$ cat config.mk
export PLATFORM = sky130hd
export DESIGN_NAME = moving_average_hysteresis_switch
export DESIGN_NICKNAME = d
export VERILOG_FILES = /design/src/rtl/msh_pkg.sv /design/src/rtl/moving_average_hysteresis_switch.sv /design/src/rtl/msh_ram.sv /design/src/rtl/msh_div.sv
export SDC_FILE = /design/constraint.sdc
export NUM_CORES = 1
export LEC_CHECK = 0
export BUFFER_PORTS_ARGS = -buffer_cell sky130_fd_sc_hd__buf_2
export CAP_MARGIN = 10
export CORE_ASPECT_RATIO = 0.7
export CORE_MARGIN = 10
export CORE_UTILIZATION = 25
export CTS_BUF_LIST = sky130_fd_sc_hd__clkbuf_4 sky130_fd_sc_hd__clkbuf_8
export CTS_CLUSTER_DIAMETER = 40
export CTS_CLUSTER_SIZE = 16
export DETAILED_ROUTE_END_ITERATION = 7
export PLACE_DENSITY_LB_ADDON = 0.15
export SYNTH_ARGS = -nofsm -noshare
export SYNTH_HDL_FRONTEND = slang
export SYNTH_HIERARCHICAL = 1
export SYNTH_SLANG_ARGS = --single-unit
$ cat constraint.sdc
create_clock -name clk -period 9.6 [get_ports clk]
set_input_delay 1.92 -clock clk [delete_from_list [all_inputs] [get_ports clk]]
set_output_delay 1.92 -clock clk [all_outputs]
set_load 0.05 [all_outputs]
$ cat src/rtl/msh_pkg.sv
// Shared types and constants for the moving average hysteresis switch.
package msh_pkg;

    localparam int DATA_W         = 12;
    localparam int WINDOW_DEFAULT = 16;
    localparam int CFG_IDX_W      = 1;
    localparam int TDATA_IN_W     = 16;
    localparam int TDATA_OUT_W    = 16;

    localparam logic [DATA_W-1:0] ON_THRESHOLD_RESET  = 12'd2000;
    localparam logic [DATA_W-1:0] OFF_THRESHOLD_RESET = 12'd2500;

    localparam logic [CFG_IDX_W-1:0] REG_ON_THRESHOLD  = 1'b0;
    localparam logic [CFG_IDX_W-1:0] REG_OFF_THRESHOLD = 1'b1;

    typedef enum logic [1:0] {
        ST_IDLE,
        ST_UPDATE,
        ST_DIV,
        ST_DONE
    } state_t;

endpackage

$ cat src/rtl/moving_average_hysteresis_switch.sv
// Sliding-window mean of a sensor sample stream driving a hysteresis switch.
// An accepted beat passes through the UPDATE, DIV and DONE states before the result
// beat is offered; a new sample is taken only in IDLE, once the last one is through.
// The bit-serial divider in DIV retires one quotient bit per cycle.
// Reset clears the fill count, write slot, running sum and switch (off) and loads
// the threshold defaults; the sample ring needs no clearing.
module moving_average_hysteresis_switch #(
    parameter int WINDOW = msh_pkg::WINDOW_DEFAULT
) (
    input  logic                            clk,
    input  logic                            rst_n,
    input  logic                            s_tvalid,
    output logic                            s_tready,
    input  logic [msh_pkg::TDATA_IN_W-1:0]  s_tdata,   // [11:0] sample
    output logic                            m_tvalid,
    input  logic                            m_tready,
    output logic [msh_pkg::TDATA_OUT_W-1:0] m_tdata,   // [11:0] average, [12] switch_on
    input  logic                            cfg_we,
    input  logic [msh_pkg::CFG_IDX_W-1:0]   cfg_index,
    input  logic [msh_pkg::DATA_W-1:0]      cfg_data
);

    localparam int DATA_W = msh_pkg::DATA_W;
    localparam int SLOT_W = $clog2(WINDOW);
    localparam int CNT_W  = $clog2(WINDOW + 1);
    localparam int SUM_W  = DATA_W + $clog2(WINDOW);

    msh_pkg::state_t state_reg, state_next;

    logic [SLOT_W-1:0] slot_reg, slot_next;
    logic [CNT_W-1:0]  count_reg, count_next;
    logic [SUM_W-1:0]  sum_reg, sum_next;
    logic              switch_reg, switch_next;
    logic [DATA_W-1:0] on_thr_reg, off_thr_reg;
    logic [DATA_W-1:0] sample_reg;
    logic              m_valid_reg, m_valid_next;
    logic [DATA_W-1:0] avg_reg, avg_next;
    logic              out_switch_reg, out_switch_next;

    logic              accept;
    logic              ram_we;
    logic [DATA_W-1:0] old_sample;
    logic              div_start;
    logic              div_done;
    logic [DATA_W-1:0] quotient;

    assign s_tready = (state_reg == msh_pkg::ST_IDLE);
    assign accept   = s_tvalid && s_tready;

    msh_ram #(
        .WIDTH (DATA_W),
        .DEPTH (WINDOW)
    ) u_ring (
        .clk     (clk),
        .we      (ram_we),
        .wr_addr (slot_reg),
        .wr_data (sample_reg),
        .rd_en   (accept),
        .rd_addr (slot_reg),
        .rd_data (old_sample)
    );

    msh_div #(
        .SUM_W (SUM_W),
        .CNT_W (CNT_W)
    ) u_div (
        .clk      (clk),
        .rst_n    (rst_n),
        .start    (div_start),
        .dividend (sum_next),
        .divisor  (count_next),
        .done     (div_done),
        .quotient (quotient)
    );

    always_comb
    begin
        state_next      = state_reg;
        slot_next       = slot_reg;
        count_next      = count_reg;
        sum_next        = sum_reg;
        switch_next     = switch_reg;
        m_valid_next    = m_valid_reg;
        avg_next        = avg_reg;
        out_switch_next = out_switch_reg;
        ram_we          = 1'b0;
        div_start       = 1'b0;

        if (m_valid_reg && m_tready)
        begin
            m_valid_next = 1'b0;
        end

        unique case (state_reg)
            msh_pkg::ST_IDLE:
            begin
                if (accept)
                begin
                    state_next = msh_pkg::ST_UPDATE;
                end
            end
            msh_pkg::ST_UPDATE:
            begin
                // The slot's old sample was read on the accepting edge; now overwrite it.
                ram_we    = 1'b1;
                div_start = 1'b1;
                if (count_reg == CNT_W'(WINDOW))
                begin
                    sum_next = sum_reg - SUM_W'(old_sample) + SUM_W'(sample_reg);
                end
                else
                begin
                    sum_next   = sum_reg + SUM_W'(sample_reg);
                    count_next = count_reg + 1'b1;
                end
                slot_next  = (slot_reg == SLOT_W'(WINDOW - 1)) ? '0 : slot_reg + 1'b1;
                state_next = msh_pkg::ST_DIV;
            end
            msh_pkg::ST_DIV:
            begin
                if (div_done)
                begin
                    state_next = msh_pkg::ST_DONE;
                end
            end
            msh_pkg::ST_DONE:
            begin
                if (!m_valid_reg || m_tready)
                begin
                    // The off test wins when the thresholds are crossed.
                    if (quotient > off_thr_reg)
                    begin
                        switch_next = 1'b0;
                    end
                    else if (quotient < on_thr_reg)
                    begin
                        switch_next = 1'b1;
                    end
                    avg_next        = quotient;
                    out_switch_next = switch_next;
                    m_valid_next    = 1'b1;
                    state_next      = msh_pkg::ST_IDLE;
                end
            end
            default:
            begin
                state_next = msh_pkg::ST_IDLE;
            end
        endcase
    end

    always_ff @(posedge clk or negedge rst_n)
    begin
        if (!rst_n)
        begin
            state_reg <= msh_pkg::ST_IDLE;
        end
        else
        begin
            state_reg <= state_next;
        end
    end

    always_ff @(posedge clk or negedge rst_n)
    begin
        if (!rst_n)
        begin
            slot_reg    <= '0;
            count_reg   <= '0;
            sum_reg     <= '0;
            switch_reg  <= 1'b0;
            m_valid_reg <= 1'b0;
            on_thr_reg  <= msh_pkg::ON_THRESHOLD_RESET;
            off_thr_reg <= msh_pkg::OFF_THRESHOLD_RESET;
        end
        else
        begin
            slot_reg    <= slot_next;
            count_reg   <= count_next;
            sum_reg     <= sum_next;
            switch_reg  <= switch_next;
            m_valid_reg <= m_valid_next;
            if (cfg_we)
            begin
                unique case (cfg_index)
                    msh_pkg::REG_ON_THRESHOLD:  on_thr_reg  <= cfg_data;
                    msh_pkg::REG_OFF_THRESHOLD: off_thr_reg <= cfg_data;
                    default:                    on_thr_reg  <= on_thr_reg;
                endcase
            end
        end
    end

    always_ff @(posedge clk)
    begin
        if (accept)
        begin
            sample_reg <= s_tdata[DATA_W-1:0];
        end
        avg_reg        <= avg_next;
        out_switch_reg <= out_switch_next;
    end

    assign m_tvalid = m_valid_reg;
    assign m_tdata  = {{(msh_pkg::TDATA_OUT_W - DATA_W - 1){1'b0}}, out_switch_reg, avg_reg};

endmodule

$ cat src/rtl/msh_ram.sv
// Generic single-write, single-read RAM with a registered read port.
module msh_ram #(
    parameter int WIDTH = msh_pkg::DATA_W,
    parameter int DEPTH = msh_pkg::WINDOW_DEFAULT
) (
    input  logic                     clk,
    input  logic                     we,
    input  logic [$clog2(DEPTH)-1:0] wr_addr,
    input  logic [WIDTH-1:0]         wr_data,
    input  logic                     rd_en,
    input  logic [$clog2(DEPTH)-1:0] rd_addr,
    output logic [WIDTH-1:0]         rd_data
);

    logic [WIDTH-1:0] mem [DEPTH];

    always_ff @(posedge clk)
    begin
        if (we)
        begin
            mem[wr_addr] <= wr_data;
        end
        if (rd_en)
        begin
            rd_data <= mem[rd_addr];
        end
    end

endmodule

$ cat src/rtl/msh_div.sv
// Bit-serial restoring divider: one quotient bit per cycle.
module msh_div #(
    parameter int SUM_W = msh_pkg::DATA_W + 4,
    parameter int CNT_W = 5
) (
    input  logic                      clk,
    input  logic                      rst_n,
    input  logic                      start,
    input  logic [SUM_W-1:0]          dividend,
    input  logic [CNT_W-1:0]          divisor,
    output logic                      done,
    output logic [msh_pkg::DATA_W-1:0] quotient
);

    localparam int STEP_W = $clog2(SUM_W);

    logic              busy_reg, busy_next;
    logic              done_reg, done_next;
    logic [STEP_W-1:0] step_reg, step_next;
    logic [SUM_W-1:0]  quo_reg, quo_next;
    logic [CNT_W-1:0]  rem_reg, rem_next;
    logic [CNT_W-1:0]  div_reg, div_next;
    logic [CNT_W:0]    trial;
    logic [CNT_W:0]    diff;
    logic              ge;

    always_comb
    begin
        trial     = {rem_reg, quo_reg[SUM_W-1]};
        diff      = trial - {1'b0, div_reg};
        ge        = (trial >= {1'b0, div_reg});
        busy_next = busy_reg;
        done_next = 1'b0;
        step_next = step_reg;
        quo_next  = quo_reg;
        rem_next  = rem_reg;
        div_next  = div_reg;
        if (start)
        begin
            busy_next = 1'b1;
            step_next = STEP_W'(SUM_W - 1);
            quo_next  = dividend;
            rem_next  = '0;
            div_next  = divisor;
        end
        else if (busy_reg)
        begin
            // The dividend shifts out of the top while quotient bits enter at the bottom.
            quo_next = {quo_reg[SUM_W-2:0], ge};
            rem_next = ge ? diff[CNT_W-1:0] : trial[CNT_W-1:0];
            if (step_reg == '0)
            begin
                busy_next = 1'b0;
                done_next = 1'b1;
            end
            else
            begin
                step_next = step_reg - 1'b1;
            end
        end
    end

    always_ff @(posedge clk or negedge rst_n)
    begin
        if (!rst_n)
        begin
            busy_reg <= 1'b0;
            done_reg <= 1'b0;
            step_reg <= '0;
        end
        else
        begin
            busy_reg <= busy_next;
            done_reg <= done_next;
            step_reg <= step_next;
        end
    end

    always_ff @(posedge clk)
    begin
        quo_reg <= quo_next;
        rem_reg <= rem_next;
        div_reg <= div_next;
    end

    assign done     = done_reg;
    assign quotient = quo_reg[msh_pkg::DATA_W-1:0];

endmodule
==> run_results.csv, run 1 <==
group,metric,value,unit
pwr,pwr-share-seq,0.364,
global_route,met1_usage,0.161,
final_layout,largest_reg_flops,192,
synth,avgSynthCellArea,14.6,um^2
sta,finalHoldViolCount,0,
pwr,sw_frac_of_total,0.388,
die,fp.coreArea,0.0582,mm^2
global_route,grt-busiest-layer,"met1",
cts,cts_hold_buffers,0,
die,start_util,0.252,
synth,netlist_area,0.0147,mm^2
place,placed_area,0.0158,mm^2
setup_path,slowest_delay,0.76,ns
setup_path,cp.buffers_inverters,2,
cts,cts_resized,0,
cts,post-cts-setup-buffers,0,
cts,clkSinkCount,314,
synth,ys.flop_type,"edfxtp_1",
pwr,ir_drop,0.130,mV
sta,rsz0062_at_grt,"false",
synth,synth_area_leaders,"edfxtp_1 (51%), dfrtp_1 (8.2%), ha_1 (5.6%)",
route,drt_wl_total,34.3,mm
sta,skew,0.0422,ns
sta,post-route-period-util,0.434,
pwr,p_switching,2180,uW
setup_path,cpLargestDelayFamily,"compound AO/OA/AOI/OAI gates",
pwr,internal_power,3440,uW
place,portBuffers,44,
route,drt_iter0_markers,632,
sta,timing.fmax,240,MHz
synth,synthCells,1006,
cts,cts_max_path_buffers,3,
setup_path,end_kind,"register",
sta,worstMarginPinSlew,1.04,ns
cts,cts_tree,"yes",
pwr,combPwrFrac,0.423,
synth,ys_seq_elements,314,
synth,async_reset_ff_frac,0.188,
pwr,p_leak,0.00620,uW
route,drc,0,
setup_path,crit_path_top_delay_cell,"edfxtp_1",
global_route,grt_max_degree,60,
setup_path,critPathLaunchType,"register",
synth,synth_area_leader_cell,"edfxtp_1",
global_route,grt_pass1_vias,8498,
place,gp_congestion,0.787,
synth,yosysMostFrequentCell,"edfxtp_1",
die,die_h,223,um
sta,setup_violations,0,
synth,synth_common_cells,"edfxtp_1 (250), inv_1 (94), ha_1 (66), nand2_1 (56), dfrtp_1 (48)",
pwr,powerDensity,335,mW/mm^2
global_route,grt_overflow,0,
cts,cts.reportedPaths.clkPinSlew,0.07,ns
synth,ys_types,71,
global_route,grt.total_usage,0.0996,
route,drt_pre_antenna_iters,4,
global_route,gr-usage-met2,0.130,
sta,min_period,4.17,ns
global_route,use_met3,0.0189,
die,dieArea,0.0690,mm^2
global_route,grt_pass1_wl,53.2,mm
route,drt.antenna.violating_nets,0,
synth,yosysSeqAreaShare,0.620,
global_route,antenna_found_initial,1,
setup_path,worstPathMaxFanout,18,
flow_run,max_cap_violations,0,
sta,slew_headroom,0.308,
final_layout,postLayoutCellArea,0.0167,mm^2
outcome,outcome,"completed",
hold_path,min_path_type,"register to register",
sta,setup_tns,0,ns
route,wl_per_cell,18.4,um
synth,yosysWarnings,6,
final_layout,syn_to_final_growth,14.1,%
setup_path,critical_path_class,"register to register",
final_layout,fin_nets,1183,
cts,htree_levels,2,
setup_path,worstPathCellList,"inv_1, fa_1, inv_1, fa_1, a21oi_1, nor2b_1, a311o_1, a21boi_2, o21ai_1, a41o_1, a221o_1, mux2_2",
setup_path,r2r_slack,5.43,ns
die,die_w,310,um
route,vias_per_cell,4.45,
pwr,p_clk_frac,0.213,
place,post-place-ws,5.41,ns
synth,synth.top_cell.area_share,0.511,
cts,cts_root_buffer,"clkbuf_8",
final_layout,post-route-util,0.288,
cts,clock_latency,0.61,ns
die,rows,74,
cts,cts_made_buffers,43,
setup_path,cp.arrival,4.50,ns
sta,setup_slack,5.43,ns
route,routed-via-count,8284,
setup_path,required,9.93,ns
place,place_hpwl,22.8,mm
final_layout,drive_gt1_frac,0.212,
synth,synth_edf_count,250,
sta,drv_slew,0,
die,boundaryPins,52,
-- routing by layer --
metal	up-vias	wire [um]
met4	0	621
met3	52	1550
met5	-	0
li1	3914	-
met2	155	13100
met1	4163	19000
-- placed cells by master, fill, tap and decap left out, drive strengths merged, types with 5 or more instances in the layout --
cell and n:
a21oi 34, dfstp 11, mux4 48, nand2 56, ha 66, and3 5, a21o 13, a31oi 6
nand2b 14, clkinv 12, buf 61, dfrtp 48, clkbuf 49, o21a 6, edfxtp 250, o31ai 5
o21ai 35, dfxtp 5, nor3 11, bufinv 6, a211oi 12, xnor2 18, nor2b 10, fa 14
nand3 14, a211o 6, o211ai 8, clkinvlp 6, or2 5, nor2 48, xor2 12, a22oi 25
mux2 29, inv 97, nand4 11
-- path summary, 6_finish.rpt --
check,startpoint,end,cells after the start
setup / recovery,sample_reg[1],u_div/quo_reg[14],12
hold / removal,sum_reg[15],sum_reg[15],1
setup reg to reg,sample_reg[1],u_div/quo_reg[14],12
hold reg to reg,sum_reg[15],sum_reg[15],1
max in group asynchronous,rst_n,slot_reg[0],2
min in group asynchronous,rst_n,slot_reg[0],2
-- area by class of cell --
cell class | count | area [um^2]
Timing Repair Buffer | 61 | 348
Inverter | 94 | 353
Multi-Input combinational cell | 555 | 5000
Clock inverter | 27 | 330
Fill cell | 5793 | 41500
Sequential cell | 314 | 9100
Antenna cell | 2 | 5.00
Clock buffer | 49 | 656
Tap cell | 760 | 951
-- power by group through the flow --
stage | registers, uW | clock network, uW | logic, uW
floorplan | 2010 | 0 | 1820
global placement | 2080 | 0 | 2390
detailed placement | 2080 | 0 | 2380
CTS | 2050 | 1240 | 2400
global route | 2090 | 1300 | 2670
finish | 2040 | 1200 | 2380
-- metrics by stage --
stage | hold slack (ns) | std cells | power, uW
after detailed placement | 0.463 | 1784 | 4460
final | 0.464 | 1862 | 5620
after global placement | 0.448 | 1784 | 4480
after global routing | 0.510 | 1862 | 6060
after CTS | 0.475 | 1860 | 5700
after floorplan | 0.432 | 1008 | 3830
-- kinds of logic after synthesis --
family,Yosys count,share of synthesized area
buf+inv,139,0.0433
mux,80,0.102
fa+ha+maj,80,0.0753
compound gates,173,0.0794
other cells,1,0.000255
xor+xnor,30,0.0179
flops,314,0.620
simple gates,189,0.0624
No activity file was read; power rests on OpenSTA's default activity.
==> inputs of run 2 (changes only) <==
--- a/config.mk
+++ b/config.mk
@@ -5,6 +5,7 @@
 export SDC_FILE = /design/constraint.sdc
 export NUM_CORES = 1
 export LEC_CHECK = 0
+export ABC_AREA = 1
 export BUFFER_PORTS_ARGS = -buffer_cell sky130_fd_sc_hd__buf_2
 export CAP_MARGIN = 10
 export CORE_ASPECT_RATIO = 0.7
==> constraint.sdc (replaced) <==
create_clock -name clk -period 3.6 [get_ports clk]
set_input_delay 0.72 -clock clk [delete_from_list [all_inputs] [get_ports clk]]
set_output_delay 0.72 -clock clk [all_outputs]
set_load 0.05 [all_outputs]
==> run_results.csv, run 2 <==
group,metric,value,unit
synth,yosysMostFrequentCell,"nand2_1",
route,vias_per_cell,4.17,
die,die_w,324,um
hold_path,min_path_type,"input pin to async pin",
setup_path,critical_path_class,"register to register",
setup_path,end_kind,"register",
setup_path,cpMostUsedCell,"nand2_1",
synth,yosys-mux-area-fraction,0,
cts,cts_tree,"yes",
setup_path,required,3.99,ns
final_layout,final_common_cell,"nand2_1",
cts,clkSinkCount,314,
route,drt_iter0_markers,684,
setup_path,r2r_slack,0.67,ns
final_layout,final_cell_mix,"nand2_1 (568), inv_1 (341), edfxtp_1 (250)",
cts,clock_latency,0.69,ns
setup_path,crit_path_top_delay_cell,"edfxtp_1",
die,die_h,233,um
cts,cts_resized,0,
route,drt_pre_antenna_iters,5,
cts,cts_root_buffer,"clkbuf_8",
global_route,grt.total_usage,0.111,
setup_path,cp.arrival,3.32,ns
die,rows,77,
route,drc,0,
sta,slew_headroom,0.337,
synth,async_reset_ff_frac,0.188,
place,portBuffers,44,
synth,synth-adder-area-share,0.0684,
pwr,powerDensity,422,mW/mm^2
final_layout,antenna_cells,0,
cts,cts_hold_buffers,0,
synth,avgSynthCellArea,9.13,um^2
route,wl_met2,16.2,mm
sta,skew,0.0637,ns
setup_path,r2r-start,"sample_reg[10]",
flow_run,max_cap_violations,0,
sta,setup_violations,0,
synth,synth.top_cell.area_share,0.464,
final_layout,drive_gt1_frac,0.111,
cts,htree_levels,2,
pwr,sw_frac_of_total,0.245,
sta,setup_tns,0,ns
outcome,outcome,"completed",
synth,ys_types,44,
synth,synth_top_family_by_area,"simple AND/OR/NAND/NOR gates",
synth,synth_area_leader_cell,"edfxtp_1",
route,drt.antenna.violating_nets,0,
die,dieArea,0.0755,mm^2
sta,finalHoldViolCount,0,
sta,timing.fmax,342,MHz
setup_path,critPathLaunchType,"register",
final_layout,syn_to_final_growth,15.0,%
die,start_util,0.254,
global_route,grt_pass1_vias,11267,
synth,yosysWarnings,6,
sta,hold_ws,0.108,ns
route,drt_wl_total,41.5,mm
cts,cts_max_path_buffers,3,
synth,netlist_area,0.0162,mm^2
pwr,p_clk_frac,0.478,
sta,rsz0062_at_grt,"false",
sta,post-route-period-util,0.813,
pwr,combPwrFrac,0.021,
synth,ys_seq_elements,314,
synth,ys.flop_type,"edfxtp_1",
die,fp.coreArea,0.0636,mm^2
global_route,antenna_found_initial,0,
synth,synthCells,1773,
route,wl_met3,1.65,mm
final_layout,fin_nets,1962,
sta,worstMarginPinSlew,0.993,ns
sta,min_period,2.93,ns
sta,drv_slew,0,
place,gp_congestion,0.780,
cts,cts_made_buffers,55,
setup_path,worstPathCellList,"inv_1, fa_1, inv_1, ha_1, nand2_1, nor2_1, nand3_1, nand3_1, nand2_1, nand3_1, nand2_1, nand2_1, nand2_1, nand2_1, nand2_1",
synth,synth_compound_area_frac,0.0309,
synth,yosysSeqAreaShare,0.562,
cts,cts.reportedPaths.clkPinSlew,0.08,ns
route,top_layer_used,"met4",
route,wl_per_cell,15.2,um
pwr,ir_drop,0.241,mV
sta,setup_slack,0.673,ns
synth,synth_area_leaders,"edfxtp_1 (46%), nand2_1 (13%), inv_1 (7.9%)",
setup_path,startpoint,"sample_reg[10]",
final_layout,largest_reg_flops,192,
pwr,internal_power,5930,uW
route,wirelength_met1,22.8,mm
setup_path,slowest_delay,0.53,ns
global_route,grt_overflow,0,
cts,post-cts-setup-buffers,0,
synth,synthXorXnorAreaFrac,0.00866,
pwr,p_switching,1920,uW
place,post-place-ws,0.736,ns
pwr,p_leak,0.00842,uW
place,place_hpwl,28.9,mm
route,routed-via-count,11339,
global_route,grt_pass1_wl,65.4,mm
pwr,pwr-share-seq,0.501,
setup_path,worstPathMaxFanout,5,
synth,synth_edf_count,250,
synth,synthSimpleGateAreaFrac,0.223,
die,boundaryPins,52,
pwr,power.total,7850,uW
synth,synth_common_cells,"nand2_1 (568), inv_1 (341), edfxtp_1 (250), nand3_1 (196), ha_1 (66)",
global_route,grt_max_degree,79,
run 2: changes by cell type after synthesis, moves of 21 or more:
cell,delta
a22oi_1,-24
buf_2,+21
inv_1,+247
mux2_2,-29
mux4_2,-33
nand2_1,+512
nand3_1,+182
run 2: metrics by stage:
stage / cells / area [um^2] / utilization
CTS: 2722 / 18600 / 0.293
global route: 2722 / 18600 / 0.293
global placement: 2620 / 17300 / 0.273
finish: 2722 / 18600 / 0.293
detailed placement: 2620 / 17300 / 0.273
floorplan: 1775 / 16200 / -
run 2: power groups by stage:
stage	Sequential (uW)	Combinational [uW]	Clock, uW
global placement	4010	165	0
CTS	3930	170	3910
finish	3930	167	3750
detailed placement	4010	169	0
global route	3940	200	4060
floorplan	4010	108	0
run 2: worst paths after layout:
path,to,cells after the start
worst max-delay path,u_div/quo_reg[12],15
worst min-delay path,slot_reg[2],1
worst max register to register,u_div/quo_reg[12],15
worst min register to register,u_div/rem_reg[4],2
max in group asynchronous,off_thr_reg[6],2
min in group clk,sample_reg[8],1
run 2: area by class of cell:
cell class / count / area (um^2)
inverters: 345 / 1300
clock inverters: 44 / 487
multi-input cells: 1048 / 5370
well taps: 829 / 1040
clock buffers: 58 / 779
fillers: 6759 / 45000
flip-flops and latches: 314 / 9100
repair buffers: 84 / 533
run 2: logic make-up (layout without fill, tap and decap cells):
logic type	after synthesis	count (layout)
AOI/OAI and AO/OA	92	92
xor gates and xnor gates	16	16
adders and majority gates	80	80
buffers and inverters	413	531
DFF	314	314
other	1	3
and+or+nand+nor	857	857
run 2: routing by layer:
metal | up-vias | track usage
met5 | - | 0
met4 | 0 | 0.0319
met3 | 60 | 0.0212
met2 | 171 | 0.155
met1 | 5329 | 0.170
li1 | 5779 | -
run 2: critical path: cells and delay by family, from the launching register on:
family | cells | cell delay [ns]
AND/OR/NAND/NOR | 11 | 1.10
flip-flops | 1 | 0.53
adder cells (fa/ha/maj) | 2 | 0.88
buffers and inverters | 2 | 0.16
==> inputs of run 3 (changes only) <==
==> constraint.sdc (replaced) <==
create_clock -name clk -period 2.36 [get_ports clk]
set_input_delay 0.472 -clock clk [delete_from_list [all_inputs] [get_ports clk]]
set_output_delay 0.472 -clock clk [all_outputs]
set_load 0.05 [all_outputs]
==> run_results.csv, run 3 (same netlist as run 2, synthesis figures left out) <==
group,metric,value,unit
outcome,outcome,"finished with violations",
outcome,violations,"negative setup slack",
die,start_util,0.254,
route,wl_met2,17.0,mm
pwr,sw_frac_of_total,0.236,
sta,hold_ws,0.0690,ns
setup_path,end_kind,"register",
cts,cts.reportedPaths.clkPinSlew,0.07,ns
pwr,combPwrFrac,0.022,
final_layout,final.fill_count,6684,
place,portBuffers,44,
pwr,powerDensity,634,mW/mm^2
sta,min_period,2.58,ns
cts,cts_max_path_buffers,3,
setup_path,cp.arrival,2.99,ns
route,wl_per_cell,15.2,um
cts,clkSinkCount,314,
sta,skew,0.0492,ns
pwr,pwr-share-seq,0.481,
final_layout,fin_nets,2039,
setup_path,worstPathMaxFanout,4,
cts,cts_tree,"yes",
global_route,antenna_found_initial,1,
global_route,grt_pass1_wl,67.3,mm
pwr,p_switching,2950,uW
route,drt.antenna.violating_nets,0,
setup_path,required,2.78,ns
sta,drv_slew,0,
pwr,ir_drop,0.376,mV
setup_path,startpoint,"sample_reg[9]",
die,dieArea,0.0755,mm^2
sta,worstMarginPinSlew,0.774,ns
sta,timing.fmax,388,MHz
final_layout,largest_reg_flops,192,
setup_path,r2r_slack,-0.22,ns
final_layout,final_common_cell,"nand2_1",
cts,htree_levels,2,
die,die_h,233,um
final_layout,drive_gt1_frac,0.184,
final_layout,final_cell_mix,"nand2_1 (536), inv_1 (318), edfxtp_1 (250)",
sta,post-route-period-util,1.09,
sta,finalHoldViolCount,0,
pwr,p_leak,0.00885,uW
route,routed-via-count,11650,
setup_path,rr_worst_depth,18,
pwr,p_clk_frac,0.497,
setup_path,crit_path_end,"u_div/quo_reg[15]",
setup_path,r2r-start,"sample_reg[9]",
route,wirelength_met1,23.4,mm
route,drt_wl_total,42.7,mm
setup_path,worstReg2RegEnd,"u_div/quo_reg[15]",
sta,setup_violations,16,
global_route,grt_overflow,0,
die,die_w,324,um
global_route,grt.total_usage,0.114,
final_layout,postLayoutCellArea,0.0197,mm^2
sta,slew_headroom,0.483,
die,rows,77,
route,vias_per_cell,4.16,
cts,cts_root_buffer,"clkbuf_8",
setup_path,critPathLaunchType,"register",
route,wl_met3,1.54,mm
route,drt_iter0_markers,719,
global_route,grt_max_degree,97,
final_layout,syn_to_final_growth,21.7,%
die,boundaryPins,52,
final_layout,antenna_cells,0,
setup_path,critical_path_class,"register to register",
route,drc,0,
route,drt_pre_antenna_iters,5,
cts,cts_made_buffers,57,
hold_path,min_path_type,"input pin to register",
route,top_layer_used,"met4",
cts,clock_latency,0.68,ns
global_route,grt_pass1_vias,11745,
die,fp.coreArea,0.0636,mm^2
pwr,internal_power,9530,uW
flow_run,max_cap_violations,0,
place,place_hpwl,29.4,mm
sta,rsz0062_at_grt,"true",
place,placed_area,0.0180,mm^2
place,gp_congestion,0.810,
sta,setup_slack,-0.217,ns
place,post-place-ws,-0.278,ns
run 3: metrics by stage:
stage,utilization,cells,power [uW],TNS [ns]
4_1_cts,0.308,2800,12700,-2.29
5_1_grt,0.310,2803,13000,-5.16
3_5_place_dp,0.282,2676,6380,-2.48
2_1_floorplan,-,1775,6280,-0.862
3_3_place_gp,0.282,2676,6370,-2.36
6_report,0.310,2803,12500,-1.95
run 3: power by group through the flow:
| stage | logic, uW | registers (uW) | clock network (uW) |
|---|---|---|---|
| final | 274 | 6000 | 6210 |
| after global placement | 254 | 6120 | 0 |
| after detailed placement | 261 | 6120 | 0 |
| after floorplan | 165 | 6110 | 0 |
| after CTS | 280 | 6000 | 6430 |
| after global routing | 326 | 6000 | 6680 |
run 3: final cells by class:
| cell class | count | area [um^2] | share of cell area |
|---|---|---|---|
| Clock inverter | 49 | 577 | 0.0293 |
| Timing Repair Buffer | 159 | 1170 | 0.0594 |
| Multi-Input combinational cell | 1048 | 5700 | 0.290 |
| Inverter | 345 | 1300 | 0.0661 |
| Clock buffer | 59 | 800 | 0.0406 |
| Sequential cell | 314 | 9100 | 0.462 |
| Tap cell | 829 | 1040 | 0.0527 |
run 3: metal layers:
metal  GRT usage  up-vias
met4      0.0331        0
li1            -     5944
met3      0.0209       70
met1       0.173     5471
met5           0        -
met2       0.161      165
run 3: worst min-delay path by stage:
stage	cells after the start	slack, ns	end	startpoint
final	3	0.07	off_thr_reg[8]	cfg_data[8]
after global routing	3	0.04	off_thr_reg[8]	cfg_data[8]
after CTS	3	0.01	off_thr_reg[2]	cfg_data[2]
after detailed placement	2	0.45	u_div/rem_reg[4]	u_div/rem_reg[4]
after global placement	2	0.44	u_div/rem_reg[4]	u_div/rem_reg[4]
after floorplan	0	0.18	count_reg[0]	rst_n
run 3: critical path, cell delays in order (launching register included):
cell	delay [ns]
edfxtp_1	0.37
buf_6	0.14
inv_4	0.03
fa_1	0.52
inv_2	0.06
ha_4	0.30
nand2_4	0.06
inv_4	0.06
nand2_4	0.04
nor3_2	0.18
nand2_1	0.09
nand2_1	0.06
nand2_1	0.06
nand3_2	0.06
nand2_1	0.05
nand2_1	0.06
nand2_2	0.06
nand2_1	0.06
nand2_1	0.07
run 3: repair_timing:
item	4_1_cts	5_1_grt
hold endpoints to repair	21	0
pin swaps	19	25
hold buffers	13	0
gates resized for setup	30	33
buffers inserted	3	3
setup endpoints to repair	21	27
